`src/design/lcg48_pkg.sv`:
```
// Package for the 48-bit LCG random generator core.
// Holds widths, constants, request codes, sequencer states and the MAC control struct.
// No dependencies.
`default_nettype none

package lcg48_pkg;

   localparam int STATE_W = 48;
   localparam int MULT_W  = 35;
   localparam int VALUE_W = 32;
   localparam int DRAW_W  = 31;
   localparam int FRAC_W  = 24;
   localparam int CHUNK_W = 16;
   localparam int PROD_W  = CHUNK_W + MULT_W;
   localparam int ACC_W   = 64;
   localparam int NBITS_W = 6;
   localparam int CNT_W   = 5;

   localparam logic [STATE_W-1:0] LCG_MULT = 48'h0005_DEEC_E66D;
   localparam logic [STATE_W-1:0] LCG_INC  = 48'h0000_0000_000B;

   // step counts of the sequencer
   localparam logic [CNT_W-1:0] LCG_LAST_CHUNK  = 5'd2;
   localparam logic [CNT_W-1:0] POW2_LAST_CHUNK = 5'd1;
   localparam logic [CNT_W-1:0] DIV_LAST_STEP   = 5'(DRAW_W - 1);

   // request function codes
   localparam logic [1:0] FUNC_RAW     = 2'd0;
   localparam logic [1:0] FUNC_BOUNDED = 2'd1;
   localparam logic [1:0] FUNC_RANGE   = 2'd2;
   localparam logic [1:0] FUNC_FRAC    = 2'd3;

   typedef enum logic [3:0] {
      ST_IDLE,
      ST_MUL,
      ST_ADD,
      ST_SEL,
      ST_PMUL,
      ST_PWAIT,
      ST_PFIN,
      ST_DIV,
      ST_CHECK,
      ST_OUT
   } seq_state_type;

   typedef struct packed {
      logic       step;
      logic       first;
      logic [1:0] idx;
   } mac_ctrl_type;

endpackage

`default_nettype wire

```
`src/design/lcg48_if.sv`:
```
// Handshake interfaces of the LCG random generator core: request, response, seed write.
// Depends on lcg48_pkg for field widths.
`default_nettype none

interface lcg48_req_if;
   logic                              valid;
   logic                              ready;
   logic [1:0]                        func;
   logic [lcg48_pkg::NBITS_W-1:0]     bit_count;
   logic signed [lcg48_pkg::VALUE_W-1:0] bound;
   logic signed [lcg48_pkg::VALUE_W-1:0] lower;
   logic signed [lcg48_pkg::VALUE_W-1:0] upper;

   modport source (output valid, func, bit_count, bound, lower, upper, input ready);
   modport sink   (input valid, func, bit_count, bound, lower, upper, output ready);
endinterface

interface lcg48_rsp_if;
   logic                                 valid;
   logic                                 ready;
   logic signed [lcg48_pkg::VALUE_W-1:0] value;

   modport source (output valid, value, input ready);
   modport sink   (input valid, value, output ready);
endinterface

interface lcg48_csr_if;
   logic                              valid;
   logic                              ready;
   logic [lcg48_pkg::STATE_W-1:0]     data;

   modport source (output valid, data, input ready);
   modport sink   (input valid, data, output ready);
endinterface

`default_nettype wire

```
`src/design/lcg48_mac.sv`:
```
// Shared multiply-accumulate unit: 16-bit chunk times 35-bit operand, shifted into a
// 64-bit accumulator. Depends on lcg48_pkg.
`default_nettype none

module lcg48_mac (
   input  wire                             clock,
   input  lcg48_pkg::mac_ctrl_type         ctrl,
   input  wire [lcg48_pkg::CHUNK_W-1:0]    a_chunk,
   input  wire [lcg48_pkg::MULT_W-1:0]     b_word,
   output logic [lcg48_pkg::ACC_W-1:0]     acc
);
   import lcg48_pkg::*;

   logic [PROD_W-1:0] prod;
   logic [ACC_W-1:0]  prod_shifted;
   logic [5:0]        shift_amt;
   logic [ACC_W-1:0]  acc_ff;
   logic [ACC_W-1:0]  acc_in;

   // form one partial product and place it at its chunk weight
   always_comb begin
      prod         = PROD_W'(a_chunk) * PROD_W'(b_word);
      shift_amt    = {ctrl.idx, 4'b0000};
      prod_shifted = ACC_W'(prod) << shift_amt;
      acc_in       = acc_ff;
      if (ctrl.step) begin
         acc_in = ctrl.first ? prod_shifted : acc_ff + prod_shifted;
      end
   end

   // hold the running sum
   always_ff @(posedge clock) begin
      acc_ff <= acc_in;
   end

   assign acc = acc_ff;

endmodule

`default_nettype wire

```
`src/design/lcg48_random_generator_core.sv`:
```
// 48-bit LCG random generator core (multiply by 0x5DEECE66D, add 11, mod 2^48).
// One state advance runs on the shared 16x35 MAC (3 chunks, add, select).
// Raw and fraction requests: advance, then response. Bounded power-of-two: advance, multiply by n.
// Other bounds: per draw an advance, a 31-step remainder and a check, repeated on rejection.
// Non-positive bound: answers with the offset, state kept. One request at a time, next taken after the response.
// Reset (synchronous, active high) loads the state with 0x5DEECE66D.
`default_nettype none

module lcg48_random_generator_core (
   input  wire         clock,
   input  wire         reset,
   lcg48_req_if.sink   req_bus,
   lcg48_rsp_if.source rsp_bus,
   lcg48_csr_if.sink   csr_bus
);
   import lcg48_pkg::*;

   seq_state_type      seq_ff, seq_in;
   logic [STATE_W-1:0] lcg_state_ff, lcg_state_in;
   logic [CNT_W-1:0]   cnt_ff, cnt_in;
   logic [1:0]         func_ff, func_in;
   logic [NBITS_W-1:0] nbits_ff, nbits_in;
   logic [VALUE_W-1:0] n_ff, n_in;
   logic [VALUE_W-1:0] offset_ff, offset_in;
   logic               pow2_ff, pow2_in;
   logic [STATE_W-1:0] mul_a_ff, mul_a_in;
   logic [DRAW_W-1:0]  draw_ff, draw_in;
   logic [DRAW_W-1:0]  div_d_ff, div_d_in;
   logic [DRAW_W-1:0]  rem_ff, rem_in;
   logic [VALUE_W-1:0] value_ff, value_in;

   mac_ctrl_type       mac_ctrl;
   logic [CHUNK_W-1:0] mac_a;
   logic [MULT_W-1:0]  mac_b;
   logic [ACC_W-1:0]   mac_acc;

   logic [VALUE_W-1:0] req_n;
   logic [VALUE_W-1:0] req_offset;
   logic [NBITS_W-1:0] raw_shift;
   logic [STATE_W-1:0] raw_bits;
   logic [VALUE_W-1:0] div_trial;
   logic               div_ge;
   logic [VALUE_W-1:0] check_sum;

   lcg48_mac u_mac (
      .clock   (clock),
      .ctrl    (mac_ctrl),
      .a_chunk (mac_a),
      .b_word  (mac_b),
      .acc     (mac_acc)
   );

   // sequencer: next state, datapath selects and handshakes
   always_comb begin
      seq_in       = seq_ff;
      lcg_state_in = lcg_state_ff;
      cnt_in       = cnt_ff;
      func_in      = func_ff;
      nbits_in     = nbits_ff;
      n_in         = n_ff;
      offset_in    = offset_ff;
      pow2_in      = pow2_ff;
      mul_a_in     = mul_a_ff;
      draw_in      = draw_ff;
      div_d_in     = div_d_ff;
      rem_in       = rem_ff;
      value_in     = value_ff;

      mac_ctrl.step  = 1'b0;
      mac_ctrl.first = (cnt_ff == '0);
      mac_ctrl.idx   = cnt_ff[1:0];
      mac_a          = mul_a_ff[{cnt_ff[1:0], 4'b0000} +: CHUNK_W];
      mac_b          = (seq_ff == ST_PMUL) ? MULT_W'(n_ff) : LCG_MULT[MULT_W-1:0];

      req_bus.ready = (seq_ff == ST_IDLE);
      rsp_bus.valid = (seq_ff == ST_OUT);
      csr_bus.ready = 1'b1;

      // request decode: range mode works on upper - lower and adds lower back
      req_n      = (req_bus.func == FUNC_RANGE) ? req_bus.upper - req_bus.lower : req_bus.bound;
      req_offset = (req_bus.func == FUNC_RANGE) ? req_bus.lower : '0;

      raw_shift = NBITS_W'(STATE_W) - nbits_ff;
      raw_bits  = lcg_state_ff >> raw_shift;

      div_trial = {rem_ff, div_d_ff[DRAW_W-1]};
      div_ge    = (div_trial >= n_ff);

      check_sum = VALUE_W'(draw_ff) - VALUE_W'(rem_ff) + (n_ff - 1'b1);

      case (seq_ff)
         ST_IDLE: begin
            if (req_bus.valid) begin
               func_in   = req_bus.func;
               nbits_in  = (req_bus.bit_count > NBITS_W'(VALUE_W)) ? NBITS_W'(VALUE_W)
                                                                   : req_bus.bit_count;
               n_in      = req_n;
               offset_in = req_offset;
               pow2_in   = ((req_n & (req_n - 1'b1)) == '0);
               mul_a_in  = lcg_state_ff;
               cnt_in    = '0;
               if ((req_bus.func == FUNC_BOUNDED || req_bus.func == FUNC_RANGE) &&
                   (req_n[VALUE_W-1] || req_n == '0)) begin
                  // non-positive bound: answer with the offset, keep the state
                  value_in = req_offset;
                  seq_in   = ST_OUT;
               end else begin
                  seq_in = ST_MUL;
               end
            end
         end
         ST_MUL: begin
            mac_ctrl.step = 1'b1;
            cnt_in        = cnt_ff + 1'b1;
            if (cnt_ff == LCG_LAST_CHUNK) begin
               seq_in = ST_ADD;
            end
         end
         ST_ADD: begin
            lcg_state_in = mac_acc[STATE_W-1:0] + LCG_INC;
            seq_in       = ST_SEL;
         end
         ST_SEL: begin
            draw_in  = lcg_state_ff[STATE_W-1 -: DRAW_W];
            div_d_in = lcg_state_ff[STATE_W-1 -: DRAW_W];
            mul_a_in = STATE_W'(lcg_state_ff[STATE_W-1 -: DRAW_W]);
            rem_in   = '0;
            cnt_in   = '0;
            case (func_ff)
               FUNC_RAW: begin
                  value_in = raw_bits[VALUE_W-1:0];
                  seq_in   = ST_OUT;
               end
               FUNC_FRAC: begin
                  value_in = VALUE_W'(lcg_state_ff[STATE_W-1 -: FRAC_W]);
                  seq_in   = ST_OUT;
               end
               default: begin
                  seq_in = pow2_ff ? ST_PMUL : ST_DIV;
               end
            endcase
         end
         ST_PMUL: begin
            mac_ctrl.step = 1'b1;
            cnt_in        = cnt_ff + 1'b1;
            if (cnt_ff == POW2_LAST_CHUNK) begin
               seq_in = ST_PWAIT;
            end
         end
         ST_PWAIT: begin
            seq_in = ST_PFIN;
         end
         ST_PFIN: begin
            value_in = VALUE_W'(mac_acc[DRAW_W +: DRAW_W]) + offset_ff;
            seq_in   = ST_OUT;
         end
         ST_DIV: begin
            // one restoring remainder step per cycle, dividend bits MSB first
            rem_in   = div_ge ? DRAW_W'(div_trial - n_ff) : DRAW_W'(div_trial);
            div_d_in = div_d_ff << 1;
            cnt_in   = cnt_ff + 1'b1;
            if (cnt_ff == DIV_LAST_STEP) begin
               seq_in = ST_CHECK;
            end
         end
         ST_CHECK: begin
            if (check_sum[VALUE_W-1]) begin
               // reject the draw and advance again
               mul_a_in = lcg_state_ff;
               cnt_in   = '0;
               seq_in   = ST_MUL;
            end else begin
               value_in = VALUE_W'(rem_ff) + offset_ff;
               seq_in   = ST_OUT;
            end
         end
         ST_OUT: begin
            if (rsp_bus.ready) begin
               seq_in = ST_IDLE;
            end
         end
         default: begin
            seq_in = ST_IDLE;
         end
      endcase

      // seed write reloads the state
      if (csr_bus.valid) begin
         lcg_state_in = csr_bus.data ^ LCG_MULT;
      end
   end

   assign rsp_bus.value = value_ff;

   // control state
   always_ff @(posedge clock) begin
      if (reset) begin
         seq_ff       <= ST_IDLE;
         lcg_state_ff <= LCG_MULT;
      end else begin
         seq_ff       <= seq_in;
         lcg_state_ff <= lcg_state_in;
      end
   end

   // datapath registers
   always_ff @(posedge clock) begin
      cnt_ff    <= cnt_in;
      func_ff   <= func_in;
      nbits_ff  <= nbits_in;
      n_ff      <= n_in;
      offset_ff <= offset_in;
      pow2_ff   <= pow2_in;
      mul_a_ff  <= mul_a_in;
      draw_ff   <= draw_in;
      div_d_ff  <= div_d_in;
      rem_ff    <= rem_in;
      value_ff  <= value_in;
   end

endmodule

`default_nettype wire
```
`src/flat_wrapper.sv`:
```
// flat-port wrapper written by rule: the top's interface ports become plain ports
module lcg48_random_generator_core_flat import lcg48_pkg::*;
  (clock, reset, req_bus_valid, req_bus_func, req_bus_bit_count, req_bus_bound, req_bus_lower, req_bus_upper, req_bus_ready, rsp_bus_valid, rsp_bus_value, rsp_bus_ready, csr_bus_valid, csr_bus_data, csr_bus_ready);
  lcg48_req_if req_bus_i ();
  lcg48_rsp_if rsp_bus_i ();
  lcg48_csr_if csr_bus_i ();
  input  wire clock;
  input  wire reset;
  input wire logic [$bits(req_bus_i.valid)-1:0] req_bus_valid;
  input wire logic [$bits(req_bus_i.func)-1:0] req_bus_func;
  input wire logic [$bits(req_bus_i.bit_count)-1:0] req_bus_bit_count;
  input wire logic [$bits(req_bus_i.bound)-1:0] req_bus_bound;
  input wire logic [$bits(req_bus_i.lower)-1:0] req_bus_lower;
  input wire logic [$bits(req_bus_i.upper)-1:0] req_bus_upper;
  output wire logic [$bits(req_bus_i.ready)-1:0] req_bus_ready;
  output wire logic [$bits(rsp_bus_i.valid)-1:0] rsp_bus_valid;
  output wire logic [$bits(rsp_bus_i.value)-1:0] rsp_bus_value;
  input wire logic [$bits(rsp_bus_i.ready)-1:0] rsp_bus_ready;
  input wire logic [$bits(csr_bus_i.valid)-1:0] csr_bus_valid;
  input wire logic [$bits(csr_bus_i.data)-1:0] csr_bus_data;
  output wire logic [$bits(csr_bus_i.ready)-1:0] csr_bus_ready;
  assign req_bus_i.valid = req_bus_valid;
  assign req_bus_i.func = req_bus_func;
  assign req_bus_i.bit_count = req_bus_bit_count;
  assign req_bus_i.bound = req_bus_bound;
  assign req_bus_i.lower = req_bus_lower;
  assign req_bus_i.upper = req_bus_upper;
  assign req_bus_ready = req_bus_i.ready;
  assign rsp_bus_valid = rsp_bus_i.valid;
  assign rsp_bus_value = rsp_bus_i.value;
  assign rsp_bus_i.ready = rsp_bus_ready;
  assign csr_bus_i.valid = csr_bus_valid;
  assign csr_bus_i.data = csr_bus_data;
  assign csr_bus_ready = csr_bus_i.ready;
  lcg48_random_generator_core u_core (.clock(clock), .reset(reset), .req_bus(req_bus_i), .rsp_bus(rsp_bus_i), .csr_bus(csr_bus_i));
endmodule
```
`config.mk`:
```
export PLATFORM = sky130hd
export DESIGN_NAME = lcg48_random_generator_core_flat
export DESIGN_NICKNAME = d
export VERILOG_FILES = /design/src/design/lcg48_pkg.sv /design/src/design/lcg48_if.sv /design/src/design/lcg48_mac.sv /design/src/design/lcg48_random_generator_core.sv /design/src/flat_wrapper.sv
export SDC_FILE = /design/constraint.sdc
export NUM_CORES = 2
export LEC_CHECK = 0
export ABC_AREA = 1
export BUFFER_PORTS_ARGS = -buffer_cell sky130_fd_sc_hd__buf_4
export CAP_MARGIN = 10
export CORE_MARGIN = 3
export CORE_UTILIZATION = 55
export DETAILED_ROUTE_END_ITERATION = 12
export GPL_TIMING_DRIVEN = 0
export PLACE_DENSITY = 0.72
export SLEW_MARGIN = 20
export SYNTH_ARGS = -nofsm -noshare
export SYNTH_HDL_FRONTEND = slang
export SYNTH_SLANG_ARGS = --single-unit
```
`constraint.sdc`:
```
create_clock -name clock -period 12.2 [get_ports clock]
set_input_delay 1.22 -clock clock [delete_from_list [all_inputs] [get_ports clock]]
set_output_delay 1.22 -clock clock [all_outputs]
set_load 0.005 [all_outputs]
```
==> impl_metrics.toml <==
[logic_synthesis]
yosysSeqAreaShare = 0.211
yosysTopAreaCell = "fa_1"
synth_edf_count = 313
synth.avg_cell_area_sq_um = 7.28
synth_most_common_cell = "nand2_1"
yosys-top-cells-count = "nand2_1 (1,620), inv_1 (1,246), nor2_1 (672), fa_1 (479), o21ai_0 (470)"
synthCells = 6785
ys.flop_type = "edfxtp_1"
synth_top_area_share = 0.194
async_flop_share = 0
syn_nets = 7744
ys_seq_elements = 365
yosys_warnings = 0
ys_types = 69
syn_area_sq_mm = 0.0494
synthTopCellsByArea = "fa_1 (19%), edfxtp_1 (19%), nand2_1 (12%)"

[timing]
fin_crit_sh = 0.970
post-route-min-period_ns = 11.84
worst_slew_pin_slew_ns = 0.991
finalSetupTns_ns = 0
fmax_mhz = 84.5
slew_headroom = 0.337
fin_skew_ns = 0.0756
setup-violations-final = 0
rsz0062_at_grt = "no"
hold_viol_final = 0
final_max_slew_viol_count = 0

[floorplan]
die_h_um = 306
core_sq_mm = 0.0886
start_util = 0.557
io_pins = 192
rows = 109
dieArea_sq_mm = 0.0934
die_w_um = 306

[setup_path]
cp-end-kind = "flop"
setup.worst_path.start_class = "flop"
cp_slowest_cell = "nor4_1"
worstSetupPathType = "flop to flop"
cp_common_cell = "nand2_1"
cpPeakStageDelay_ns = 0.62
cp.required_ns = 12.59
arrival_ns = 12.23
cp_max_fo = 10
reg2reg_slack_ns = 0.36

[cts]
clk_path_buf_depth = 3
clkSinkCount = 365
h-tree-depth = 2
numCtsBuffers = 46
path_clk_slew_ns = 0.06
postCtsSetupBuffers = 0
worstSkewPairLatency_ns = 0.65
cts_tree = "built"
cts_root_buf = "clkbuf_16"

[layout]
multi_input_area_sq_mm = 0.0334
fin_util = 0.612
layout-drive-gt1-share = 0.0652
fin_nets = 7994
seq_area_sq_mm = 0.0104
final.fill_count = 8337
stdcell_count = 8239
synthToLayoutAreaGrowth_pct = 9.82

[route]
wl_um = 191000
antenna_left = 0
dr_total_vias = 48200
via_per_inst = 5.86
drtIter0Drc = 5840
post_drt_wl_per_cell_um = 23.2
drc = 0
first_pass_iters = 7

[placement]
gp_congestion = 1.07
portBuffers = 190
dp_hpwl_um = 161000
dp_cells = 8152

[outcome]
outcome = "completed"

[global_route]
grt_max_degree = 37
grt.total_usage = 0.407
gr-total-overflow = 0
first_global_vias = 47200
antenna_found_initial = 10
grt_pass1_wl_um = 287000

[min_path]
hp-class = "flop to flop"

[job]
drv_cap = 0
[per-stage QoR]
step | instance area (sq um) | setup WS, ns | hold WS (ns)
global placement | 52300 | 0.170 | 0.503
global route | 54200 | 0.0233 | 0.554
detailed placement | 52500 | 0.141 | 0.506
finish | 54200 | 0.361 | 0.526
floorplan | 49400 | 3.39 | 0.430
CTS | 54100 | 0.108 | 0.517
[registers in the layout, summed over array words and instances (netlist names)]
register and flops:
u_core.rem_ff 31, u_core.div_d_ff 31, u_core.cnt_ff 5, u_core.pow2_ff 1, u_core.u_mac.acc 62, u_core.nbits_ff 6
u_core.lcg_state_ff 48, u_core.n_ff 32, u_core.seq_ff 4, u_core.draw_ff 31, u_core.mul_a_ff 48, u_core.rsp_bus.value 32
u_core.offset_ff 32, u_core.func_ff 2
[logic make-up (layout without fill, tap and decap cells)]
logic type | count (synthesis) | after routing | share of synthesized area
compound gates | 1124 | 1124 | 0.128
xor+xnor | 153 | 153 | 0.0273
fa+ha+maj | 802 | 802 | 0.276
buf+inv | 1497 | 1783 | 0.114
flops | 365 | 365 | 0.211
mux | 52 | 52 | 0.0105
other cells | 1 | 4 | 0.0000760
simple gates | 2791 | 2791 | 0.233
[final cells by class]
type	instances	share of cell area
multi-input combinational	4923	0.616
sequential	365	0.193
inverter	1285	0.0891
timing repair buffer	202	0.0309
tap	1165	0.0269
clock buffer	58	0.0232
buffer	212	0.0156
clock inverter	26	0.00586
antenna	3	0.000138
[per-layer routing]
layer / share of wire / GRT usage
met2: 0.43 / 0.626
met5: 0.00035 / 0
met4: 0.059 / 0.196
met3: 0.11 / 0.0958
met1: 0.39 / 0.545
[placed cells by master (no fill, tap or decap), drive strengths merged, types with 50 or more instances in the layout]
cell type  count
nor3          63
xor2          93
nand4         50
a21oi        373
mux2i         52
clkbuf       234
nand3        253
ha           323
o211ai        54
inv         1266
fa           479
dfxtp         52
buf          238
o21ai        500
nand2       1638
xnor2         60
nor2         698
edfxtp       313
[worst max-delay path: cells and delay by family (launching register included)]
kind | cells | cell delay, ns
XOR/XNOR | 2 | 0.30
AO/OA/AOI/OAI | 6 | 1.76
AND/OR/NAND/NOR | 17 | 3.65
adder cells (fa/ha/maj) | 8 | 3.92
flip-flops | 1 | 0.39
buffers and inverters | 9 | 1.52
[what timing repair did]
| action | CTS | global route |
|---|---|---|
| hold buffers | 0 | 0 |
| resized for setup | 0 | 58 |
| setup endpoints to repair | 0 | 22 |
[final timing paths]
| path | cells after the start | startpoint | end |
|---|---|---|---|
| setup / recovery | 42 | u_core.seq_ff[2] | u_core.u_mac.acc[57] |
| hold / removal | 2 | u_core.seq_ff[0] | u_core.seq_ff[0] |
| setup reg to reg | 42 | u_core.seq_ff[2] | u_core.u_mac.acc[57] |
| hold reg to reg | 2 | u_core.seq_ff[0] | u_core.seq_ff[0] |
Power is not shown: default switching activity piles up to over one toggle a cycle in this logic, so the estimate is an artifact.
